### config.mk
export PLATFORM = sky130hd
export DESIGN_NAME = ortr_ctrl
export DESIGN_NICKNAME = d
export VERILOG_FILES = /design/src/sv/ortr_pkg.sv /design/src/sv/ortr_ctrl.sv
export SDC_FILE = /design/constraint.sdc
export NUM_CORES = 1
export LEC_CHECK = 0
export ABC_AREA = 1
export BUFFER_PORTS_ARGS = -buffer_cell sky130_fd_sc_hd__clkbuf_2
export CAP_MARGIN = 20
export CORE_AREA = 2 2 39 41
export CTS_CLUSTER_DIAMETER = 120
export DETAILED_ROUTE_END_ITERATION = 12
export DIE_AREA = 0 0 41 43
export MAX_ROUTING_LAYER = met4
export PLACE_DENSITY = 0.56
export SYNTH_ARGS = -nofsm -noshare
export SYNTH_HDL_FRONTEND = slang
export SYNTH_SLANG_ARGS = --single-unit
### constraint.sdc
create_clock -name clock -period 1.3 [get_ports clock]
set_clock_uncertainty 0.2 [all_clocks]
set_input_delay 0.065 -clock clock [delete_from_list [all_inputs] [get_ports clock]]
set_output_delay 0.065 -clock clock [all_outputs]
set_load 0.005 [all_outputs]
### src/sv/ortr_pkg.sv
package ortr_pkg;

   // table geometry
   localparam int MAX_REGIONS = 64;
   localparam int ID_BITS = $clog2(MAX_REGIONS);
   localparam int CNT_BITS = $clog2(MAX_REGIONS + 1);
   localparam int OFFSET_BITS = 32;
   localparam int ENTRY_BITS = 2 * OFFSET_BITS;

   localparam logic [CNT_BITS-1:0] COUNT_FULL = CNT_BITS'(MAX_REGIONS);
   localparam logic [OFFSET_BITS-1:0] INVALID_OFF = '1;
   localparam logic [OFFSET_BITS-1:0] MAX_OFF = INVALID_OFF - OFFSET_BITS'(1);

   typedef enum logic [0:0] {
      OP_APPEND  = 1'b0,
      OP_RESOLVE = 1'b1
   } op_type;

   typedef enum logic [1:0] {
      ST_OK        = 2'd0,
      ST_TOO_LONG  = 2'd1,
      ST_FULL      = 2'd2,
      ST_NOT_FOUND = 2'd3
   } status_type;

   typedef enum logic [2:0] {
      S_IDLE,
      S_DISPATCH,
      S_CACHE,
      S_SEARCH,
      S_PROBE,
      S_FINAL
   } state_type;

   // table read address source
   typedef enum logic [1:0] {
      RD_CACHE,
      RD_MID,
      RD_LAST
   } rd_sel_type;

   // kind of result word to emit
   typedef enum logic [1:0] {
      EM_APPEND,
      EM_HIT,
      EM_FINAL,
      EM_MISS
   } emit_type;

   typedef struct packed {
      logic       load;
      logic       rd_en;
      rd_sel_type rd_sel;
      logic       probe_step;
      logic       emit_en;
      emit_type   emit_kind;
   } cmd_type;

   typedef struct packed {
      op_type op;
      logic   off_invalid;
      logic   cache_ok;
      logic   cache_hit;
      logic   lo_lt_hi;
      logic   lo_zero;
      logic   final_hit;
   } sts_type;

endpackage

### src/sv/ortr_ctrl.sv
module ortr_ctrl (
   input  logic             clock,
   input  logic             reset,
   input  logic             start,
   input  ortr_pkg::sts_type sts,
   output ortr_pkg::cmd_type cmd,
   output logic             busy
);

   import ortr_pkg::*;

   state_type state_ff;
   state_type state_in;

   // state register
   always_ff @(posedge clock) begin
      if (reset) begin
         state_ff <= S_IDLE;
      end else begin
         state_ff <= state_in;
      end
   end

   // next state and commands
   always_comb begin
      state_in = state_ff;
      cmd = '0;
      cmd.rd_sel = RD_CACHE;
      cmd.emit_kind = EM_MISS;
      unique case (state_ff)
         S_IDLE: begin
            if (start) begin
               cmd.load = 1'b1;
               state_in = S_DISPATCH;
            end
         end
         S_DISPATCH: begin
            priority if (sts.op == OP_APPEND) begin
               cmd.emit_en = 1'b1;
               cmd.emit_kind = EM_APPEND;
               state_in = S_IDLE;
            end else if (sts.off_invalid) begin
               cmd.emit_en = 1'b1;
               cmd.emit_kind = EM_MISS;
               state_in = S_IDLE;
            end else if (sts.cache_ok) begin
               cmd.rd_en = 1'b1;
               cmd.rd_sel = RD_CACHE;
               state_in = S_CACHE;
            end else begin
               state_in = S_SEARCH;
            end
         end
         S_CACHE: begin
            if (sts.cache_hit) begin
               cmd.emit_en = 1'b1;
               cmd.emit_kind = EM_HIT;
               state_in = S_IDLE;
            end else begin
               state_in = S_SEARCH;
            end
         end
         S_SEARCH: begin
            priority if (sts.lo_lt_hi) begin
               cmd.rd_en = 1'b1;
               cmd.rd_sel = RD_MID;
               state_in = S_PROBE;
            end else if (sts.lo_zero) begin
               cmd.emit_en = 1'b1;
               cmd.emit_kind = EM_MISS;
               state_in = S_IDLE;
            end else begin
               cmd.rd_en = 1'b1;
               cmd.rd_sel = RD_LAST;
               state_in = S_FINAL;
            end
         end
         S_PROBE: begin
            cmd.probe_step = 1'b1;
            state_in = S_SEARCH;
         end
         S_FINAL: begin
            cmd.emit_en = 1'b1;
            cmd.emit_kind = sts.final_hit ? EM_FINAL : EM_MISS;
            state_in = S_IDLE;
         end
         default: begin
            state_in = S_IDLE;
         end
      endcase
   end

   assign busy = (state_ff != S_IDLE);

endmodule

==> results of run 1 <==
==> layout make-up <==
| class | count | area, sq um |
|---|---|---|
| repair buffers | 24 | 140 |
| clock buffers | 4 | 26.3 |
| multi-input cells | 35 | 195 |
| fillers | 163 | 876 |
| well taps | 16 | 20.0 |
| inverters | 14 | 55.1 |
| flip-flops and latches | 3 | 71.3 |
==> per-layer routing <==
layer / routed length (microns) / vias to the layer above / global-route usage
met5: 0 / - / -
met4: 0 / 0 / 0.0800
met3: 54 / 0 / 0.0157
met2: 405 / 13 / 0.184
met1: 366 / 167 / 0.131
li1: - / 221 / -
==> per-stage QoR <==
stage           util  setup slack, ns  hold WS, ns
5_1_grt        0.367           -0.169     -0.00142
3_3_place_gp   0.293           0.0308       0.0610
4_1_cts        0.360           -0.111      -0.0315
6_report       0.367          -0.0823      -0.0210
2_1_floorplan      -            0.206      -0.0626
3_5_place_dp   0.293           0.0275       0.0650
==> power by group <==
group | switching (W) | internal (W)
registers | 0.00000843 | 0.0000945
logic | 0.0000558 | 0.0000502
clock network | 0.0000463 | 0.000115
==> worst max path at each step <==
stage                start           to  slack, ns
5_1_grt        state_ff[1]       cmd[6]      -0.17
4_1_cts        state_ff[1]       cmd[6]      -0.11
3_3_place_gp   state_ff[1]       cmd[6]       0.03
6_report       state_ff[0]       cmd[6]      -0.08
3_5_place_dp   state_ff[1]       cmd[6]       0.03
2_1_floorplan  state_ff[1]  state_ff[1]       0.21
==> cells in the final DEF, fill, tap and decap left out, drive strengths merged <==
master / synthesis / routed
clkbuf: 0 / 21
inv: 14 / 14
nor2: 10 / 10
nand2: 8 / 8
nand3: 7 / 7
buf: 1 / 5
dfxtp: 3 / 3
o21ai: 3 / 3
nor3: 2 / 2
a21oi: 2 / 2
dlygate4sd3: 0 / 2
a31oi: 1 / 1
a22oi: 1 / 1
o2111ai: 1 / 1
==> cell families after synthesis <==
group | share of synthesized area
compound gates | 0.165
simple gates | 0.417
buf+inv | 0.209
flops | 0.209
==> worst max-delay path, stage by stage (launching register included) <==
cell	delay, ns
dfxtp_4	0.37
nand2_1	0.08
nor2_2	0.13
nand2_1	0.11
o21ai_1	0.08
buf_2	0.12
==> what timing repair did <==
action | CTS | global route
endpoints found under the hold margin | 3 | 1
gates resized for setup | 11 | 6
pin swaps | 3 | 3
buffers inserted | 2 | 0
cloned | 0 | 0
setup endpoints to repair | 8 | 10
==> key figures, run 1 <==
Critical path
  • Critical path required time: 1.03 ns
  • Reg2reg setup slack: 0.10 ns
  • WP data arrival: 1.12 ns
  • Worst setup SP type: register
  • Reg2reg end: state_ff[1]
  • Worst-path fanout max: 5
  • Worst Reg-to-Reg Cells: 8
  • Critical path class: register to primary output
  • Critical R2R Launch: state_ff[1]
  • Crit path capture type: primary output

Routing
  • WL final: 827 microns
  • Routed wire per std cell: 8.61 microns
  • DR vias/cell: 4.18
  • DR iter-0 viols: 9
  • Final ANT Viol Nets: 0
  • Vias: about 400
  • Pre-antenna DRT Iters: 4
  • DR DRC count: 0

Logic synthesis
  • Cells after synthesis: 53
  • Synth area leaders: dfxtp_1 21%, inv_1 18%, nand3_1 12%
  • Yosys top cell by area: dfxtp_1
  • Syn_area_per_cell: 5.43 sq um
  • Top post-synthesis cells by count: 14 x inv_1, 8 x nand2_1, 7 x nand3_1, 7 x nor2_1
  • Most frequent cell after synthesis: inv_1
  • Synthesized Nets: 63
  • Sequential-to-total area share from yosys stat: 0.209
  • Post-synthesis cell type count: 14
  • Synth Flop Type: dfxtp_1
  • EDFF count, synth: 0
  • Synthesized area: 288 sq um
  • Yosys top cell area share: 0.209
  • FF+latch count, synth: 3
  • Synth Warn #: 0
  • Ys async rst share: 0

Cells and area
  • Top Registers: state_ff (3)
  • Finished Layout Cells: 96
  • Share of layout cells above drive strength 1: 0.475
  • Nets@finish: 91
  • Largest register by flop count: state_ff
  • ANT cells: 0
  • Max reg flops: 3
  • Area Overhead vs Synth: 76.5%
  • Design area: 508 sq um

CTS
  • H-tree depth: 1
  • Clock latency on the worst-skew pair: 0.23 ns
  • Clk buf depth: 2
  • CTS clk-pin slew, worst paths: approximately 0.04 ns
  • CTS buffer count: 3
  • CTS tree: done
  • Clock sinks: 3
  • # hold bufs at CTS: 2
  • Root buffer selected by CTS: clkbuf_4

Worst hold path
  • Hold Path Origin: sts[1]
  • Hold Path Class: input pin to register
  • Hold endpoint: state_ff[2]
  • Worst hold path depth: 4

Placed design
  • Post-DP HPWL: 673 microns
  • Placed insts: 88
  • Final GP Congestion: 0.740
  • IO buf count: 18
  • DP Area: 405 sq um

Floorplan
  • DIE WIDTH: 41 microns
  • Chip Height: about 43 microns
  • Core region area: 1380 sq um
  • Starting density of the core: 0.208
  • Site row count: 14
  • I/O pin cnt: 19
  • Die footprint: 1760 sq um

GRT
  • Initial antenna violation count: 0
  • Largest net degree at the start of global routing: 8
  • Global-route wire length before repair: 1.37 mm
  • Congestion Overflow GR: 0
  • Vias in the first global route: just under 400
  • GRT Util Overall: 0.118

STA
  • Fin worst setup slack: -0.0823 ns
  • Final hold slack: -0.0210 ns
  • Setup_tns: -0.274 ns
  • # setup viols final: 5
  • Post-layout minimum cycle time: between 1 and 1.5 ns
  • Pins over their slew limit: 0
  • Final count of hold timing violations: 1
  • Unrepaired setup endpoints after global routing: true
  • Rel. slew slack: 0.875
  • Worst Max-Slew Pin Slew: 0.186 ns
  • Crit share post-route: 1.06
  • Fmax: 723 MHz

Power
  • Worst ir drop on vdd: 326 uV
  • Pwr Total: between 0.0003 and 0.0004 W
  • Leak: 0.293 nW
  • Cell area power density: 729 nW/um^2

Outcome
  • Status: finished, violations left
  • Failing checks: negative hold slack, negative setup slack

Job
  • Max_cap viols: 0
(Power assumes the default switching activity.)
==> run 2: changes to the inputs <==
Settings changed: REMOVE_ABC_BUFFERS set to 1, SKIP_LAST_GASP set to 1.
==> key figures, run 2 (synthesis gave the netlist of run 1 again) <==
Critical path
  • CP most frequent cell: nand2_1
  • Worst setup SP type: register
  • Reg2reg end: state_ff[0]
  • Worst-path cell chain: nand2_1 > nor2_2 > nand2_1 > o21ai_2 > buf_2
  • Crit path capture type: primary output
  • Worst Reg-to-Reg Cells: 7
  • Reg2reg setup slack: -0.01 ns
  • Worst-path fanout max: 5
  • CP max stage cell: dfxtp_4
  • Critical R2R Launch: state_ff[0]
  • Worst Setup SP: state_ff[0]
  • Largest stage delay on the critical path: ~0.37 ns
  • WP data arrival: 1.13 ns
  • CP Capture Point: cmd[6]
  • Critical path required time: ~1 ns
  • Critical path class: register to primary output

STA
  • Crit share post-route: 1.07
  • Unrepaired setup endpoints after global routing: true
  • Pins over their slew limit: 0
  • Setup_tns: -0.353 ns
  • Final count of hold timing violations: 1
  • Worst Max-Slew Pin Slew: ~0.19 ns
  • Post-layout minimum cycle time: about 1.4 ns
  • Final hold slack: -0.0253 ns
  • Rel. slew slack: 0.874
  • # setup viols final: 7
  • Fin worst setup slack: -0.0940 ns
  • Fmax: slightly above 700 MHz

Job
  • Max_cap viols: 0

Floorplan
  • Starting density of the core: 0.208
  • DIE WIDTH: 41 microns
  • Site row count: 14
  • Die footprint: roughly 1800 sq um
  • Chip Height: 43 microns
  • I/O pin cnt: 19
  • Core region area: 1380 sq um

Cells and area
  • Most frequent cells in the layout: 15 x clkbuf_2, 12 x inv_1, 6 x nand2_1
  • Nets@finish: 92
  • Most common cell after layout, fill and taps aside: clkbuf_2
  • Max reg flops: 3
  • Area Overhead vs Synth: 83.0%
  • Share of layout cells above drive strength 1: 0.519
  • Largest register by flop count: state_ff
  • ANT cells: 0
  • # fillers: 156
  • Top Registers: state_ff (3)
  • Fin util: 0.381
  • Finished Layout Cells: 97

GRT
  • Congestion Overflow GR: 0
  • GRT Util Overall: 0.117
  • Vias in the first global route: between 300 and 400
  • Initial antenna violation count: 0
  • Largest net degree at the start of global routing: 9
  • Global-route wire length before repair: ~1.4 mm

CTS
  • CTS tree: done
  • Root buffer selected by CTS: clkbuf_4
  • # hold bufs at CTS: 2
  • CTS clk-pin slew, worst paths: 0.04 ns
  • Clock sinks: 3
  • H-tree depth: 1
  • CTS buffer count: 3
  • Clk buf depth: 2
  • Clock latency on the worst-skew pair: about 0.23 ns

Power
  • Sw Pwr: 0.000113 W
  • Worst ir drop on vdd: 408 uV
  • Pint: 0.000260 W
  • Pwr Total: 0.000373 W
  • Comb pwr share: 0.290
  • Sw Share: 0.303
  • Cell area power density: 709 nW/um^2
  • Sequential Power Share: 0.276
  • Leak: roughly 0.30 nW
  • Clock Power Share: 0.434

Routing
  • Vias: about 410
  • WL final: 864 microns
  • DR vias/cell: about 4.2
  • Final ANT Viol Nets: 0
  • Routed wire per std cell: 8.91 microns
  • DR iter-0 viols: 2
  • Pre-antenna DRT Iters: 4
  • DR DRC count: 0

Placed design
  • Placed insts: 88
  • Final GP Congestion: 0.739
  • Post-DP HPWL: 665 microns
  • IO buf count: 18

Outcome
  • Failing checks: negative hold slack, negative setup slack
  • Status: finished, violations left

Worst hold path
  • Hold Path Class: input pin to register
run 2: power groups by stage:
stage | clock network, W | registers, W | logic [W]
CTS | 0.000169 | 0.000102 | 0.000105
global route | 0.000179 | 0.000104 | 0.000121
detailed placement | 0 | 0.000104 | 0.0000880
finish | 0.000162 | 0.000103 | 0.000108
floorplan | 0 | 0.000103 | 0.0000478
global placement | 0 | 0.000105 | 0.0000876
run 2: per-stage QoR:
stage                     hold WS, ns  cell area [sq um]  setup WS, ns
after global routing         -0.00333                527        -0.159
after CTS                     -0.0538                505        -0.104
after floorplan               -0.0626                280         0.172
final                         -0.0253                527       -0.0940
after global placement         0.0752                405        0.0108
after detailed placement       0.0716                405        0.0161
run 2: final cells by class:
class | count | area, sq um | area share
inverter | 14 | 55.1 | 0.105
sequential | 3 | 71.3 | 0.135
multi-input combinational | 35 | 206 | 0.392
tap | 16 | 20.0 | 0.0380
clock buffer | 4 | 26.3 | 0.0499
timing repair buffer | 25 | 148 | 0.280
run 2: how the worst min path moves through the flow:
stage,end,cells past startpoint,from
2_1_floorplan,state_ff[2],1,reset
3_3_place_gp,state_ff[2],2,reset
3_5_place_dp,state_ff[2],2,reset
4_1_cts,state_ff[2],4,sts[1]
5_1_grt,state_ff[2],4,sts[1]
6_report,state_ff[2],4,sts[1]
run 2: timing repair:
action                                  4_1_cts  5_1_grt
buffers inserted                              3        0
hold endpoints to repair                      3        1
cloned                                        0        0
resized for setup                            12       10
endpoints found under the setup margin        8       11
pin swaps                                     4        5
run 2: layer usage:
layer,track usage,vias to the layer above,wire length (microns)
li1,-,222,-
met1,0.144,180,380
met2,0.169,10,430
met3,0.0314,0,53
met4,0.0600,0,0
met5,-,-,0
run 2: worst max-delay path, delay by kind of cell, from the launching register on:
kind                   cells  cell delay (ns)
DFF                        1             0.37
and+or+nand+nor            3             0.34
buffers and inverters      1             0.12
AOI/OAI and AO/OA          1             0.06
==> run 3: changes to the inputs <==
Settings changed: SETUP_SLACK_MARGIN set to 0.15.
==> key figures, run 3 (synthesis gave the netlist of run 1 again) <==
Placed design
  • Post-DP HPWL: approximately 660 microns
  • Final GP Congestion: 0.739
  • IO buf count: 18
  • DP Worst Slack: roughly 0.016 ns

CTS
  • Clock latency on the worst-skew pair: 0.23 ns
  • # hold bufs at CTS: 2
  • Clk buf depth: 2
  • H-tree depth: 1
  • CTS clk-pin slew, worst paths: 0.04 ns
  • Root buffer selected by CTS: clkbuf_4
  • Clock sinks: 3
  • CTS buffer count: 3
  • CTS tree: done

STA
  • Fin worst setup slack: -0.0940 ns
  • Final count of hold timing violations: 1
  • Pins over their slew limit: 0
  • Post-layout minimum cycle time: ~1.4 ns
  • Setup_tns: -0.354 ns
  • Crit share post-route: 1.07
  • Unrepaired setup endpoints after global routing: true
  • Fmax: 717 MHz
  • Rel. slew slack: 0.874
  • Worst Max-Slew Pin Slew: 0.189 ns
  • # setup viols final: 7
  • Final hold slack: -0.0253 ns

Critical path
  • Critical path class: register to primary output
  • CP most frequent cell: nand2_1
  • Worst-path cell chain: nand2_1 > nor2_2 > nand2_1 > o21ai_2 > buf_2
  • CP max stage cell: dfxtp_4
  • WP data arrival: 1.13 ns
  • Worst setup SP type: register
  • Worst-path fanout max: 5
  • Family with the most delay on the worst path: flip-flops
  • Crit path buffers/inverters: 1
  • Largest stage delay on the critical path: 0.37 ns
  • Crit path capture type: primary output
  • Critical path required time: ~1.0 ns

Job
  • Max_cap viols: 0

Routing
  • DR vias/cell: 4.25
  • DR iter-0 viols: 2
  • Vias: 412
  • Pre-antenna DRT Iters: 4
  • Routed wire per std cell: 8.90 microns
  • DR DRC count: 0
  • WL final: 863 microns
  • Final ANT Viol Nets: 0

Worst hold path
  • Hold Path Class: input pin to register

Cells and area
  • ANT cells: 0
  • Largest register by flop count: state_ff
  • Most common cell after layout, fill and taps aside: clkbuf_2
  • Nets@finish: 92
  • Share of layout cells above drive strength 1: 0.519
  • Most frequent cells in the layout: 14 x clkbuf_2, 12 x inv_1, 6 x nand2_1
  • # fillers: 156
  • Max reg flops: 3
  • Area Overhead vs Synth: 83.0%
  • Top Registers: state_ff (3)

Power
  • Sequential Power Share: 0.276
  • Sw Pwr: around 0.00011 W
  • Comb pwr share: 0.290
  • Sw Share: 0.303
  • Pint: 0.000260 W
  • Cell area power density: roughly 710 nW/um^2
  • Worst ir drop on vdd: about 400 uV
  • Clock Power Share: 0.434
  • Leak: 0.302 nW

Floorplan
  • Core region area: 1380 sq um
  • Chip Height: around 43 microns
  • Site row count: 14
  • DIE WIDTH: 41 microns
  • Starting density of the core: 0.208
  • Die footprint: 1760 sq um
  • I/O pin cnt: 19

GRT
  • Initial antenna violation count: 0
  • GRT Util Overall: 0.117
  • Global-route wire length before repair: 1.36 mm
  • Vias in the first global route: 362
  • Largest net degree at the start of global routing: 9
  • Congestion Overflow GR: 0

Outcome
  • Status: finished, violations left
  • Failing checks: negative hold slack, negative setup slack
run 3: final timing paths:
check / start / endpoint / slack [ns] / cells after the start
max reg2reg: state_ff[0] / state_ff[0] / -0.01 / 7
min: sts[1] / state_ff[2] / -0.03 / 4
max: state_ff[0] / cmd[6] / -0.09 / 5
min reg2reg: state_ff[2] / state_ff[2] / 0.46 / 3
run 3: tightest hold or removal path, delay by kind of cell:
family	cells	cell delay, ns
buf+inv	1	0.10
simple gates	3	0.19
run 3: cell type report:
class	instances	area [sq um]	area share
flip-flops and latches	3	71.3	0.135
clock buffers	4	26.3	0.0499
inverters	14	55.1	0.105
repair buffers	25	148	0.280
multi-input cells	35	206	0.392
well taps	16	20.0	0.0380
run 3: metrics by stage:
stage	total power (W)	instance area (sq um)	instances	utilization
finish	0.000373	527	97	0.381
global route	0.000405	527	97	0.381
CTS	0.000376	505	97	0.365
detailed placement	0.000192	405	88	0.293
global placement	0.000192	405	88	0.293
floorplan	0.000151	280	52	-
run 3: power by group through the flow:
| stage | clock network, W | logic (W) | registers (W) |
|---|---|---|---|
| 2_1_floorplan | 0 | 0.0000478 | 0.000103 |
| 3_3_place_gp | 0 | 0.0000876 | 0.000105 |
| 3_5_place_dp | 0 | 0.0000880 | 0.000104 |
| 4_1_cts | 0.000169 | 0.000104 | 0.000102 |
| 5_1_grt | 0.000179 | 0.000121 | 0.000104 |
| 6_report | 0.000162 | 0.000108 | 0.000103 |
run 3: timing repair:
action                     CTS  global route
buffers inserted             3             0
pin swaps                    4             5
setup endpoints to repair   11            11
resized for setup           12            11
hold endpoints to repair     3             1
run 3: metal layers:
metal | global-route usage | up-vias | wire length (microns)
met5 | - | - | 0
met4 | 0.0600 | 0 | 0
met3 | 0.0314 | 0 | 53
met2 | 0.169 | 10 | 428
met1 | 0.144 | 180 | 380
li1 | - | 222 | -
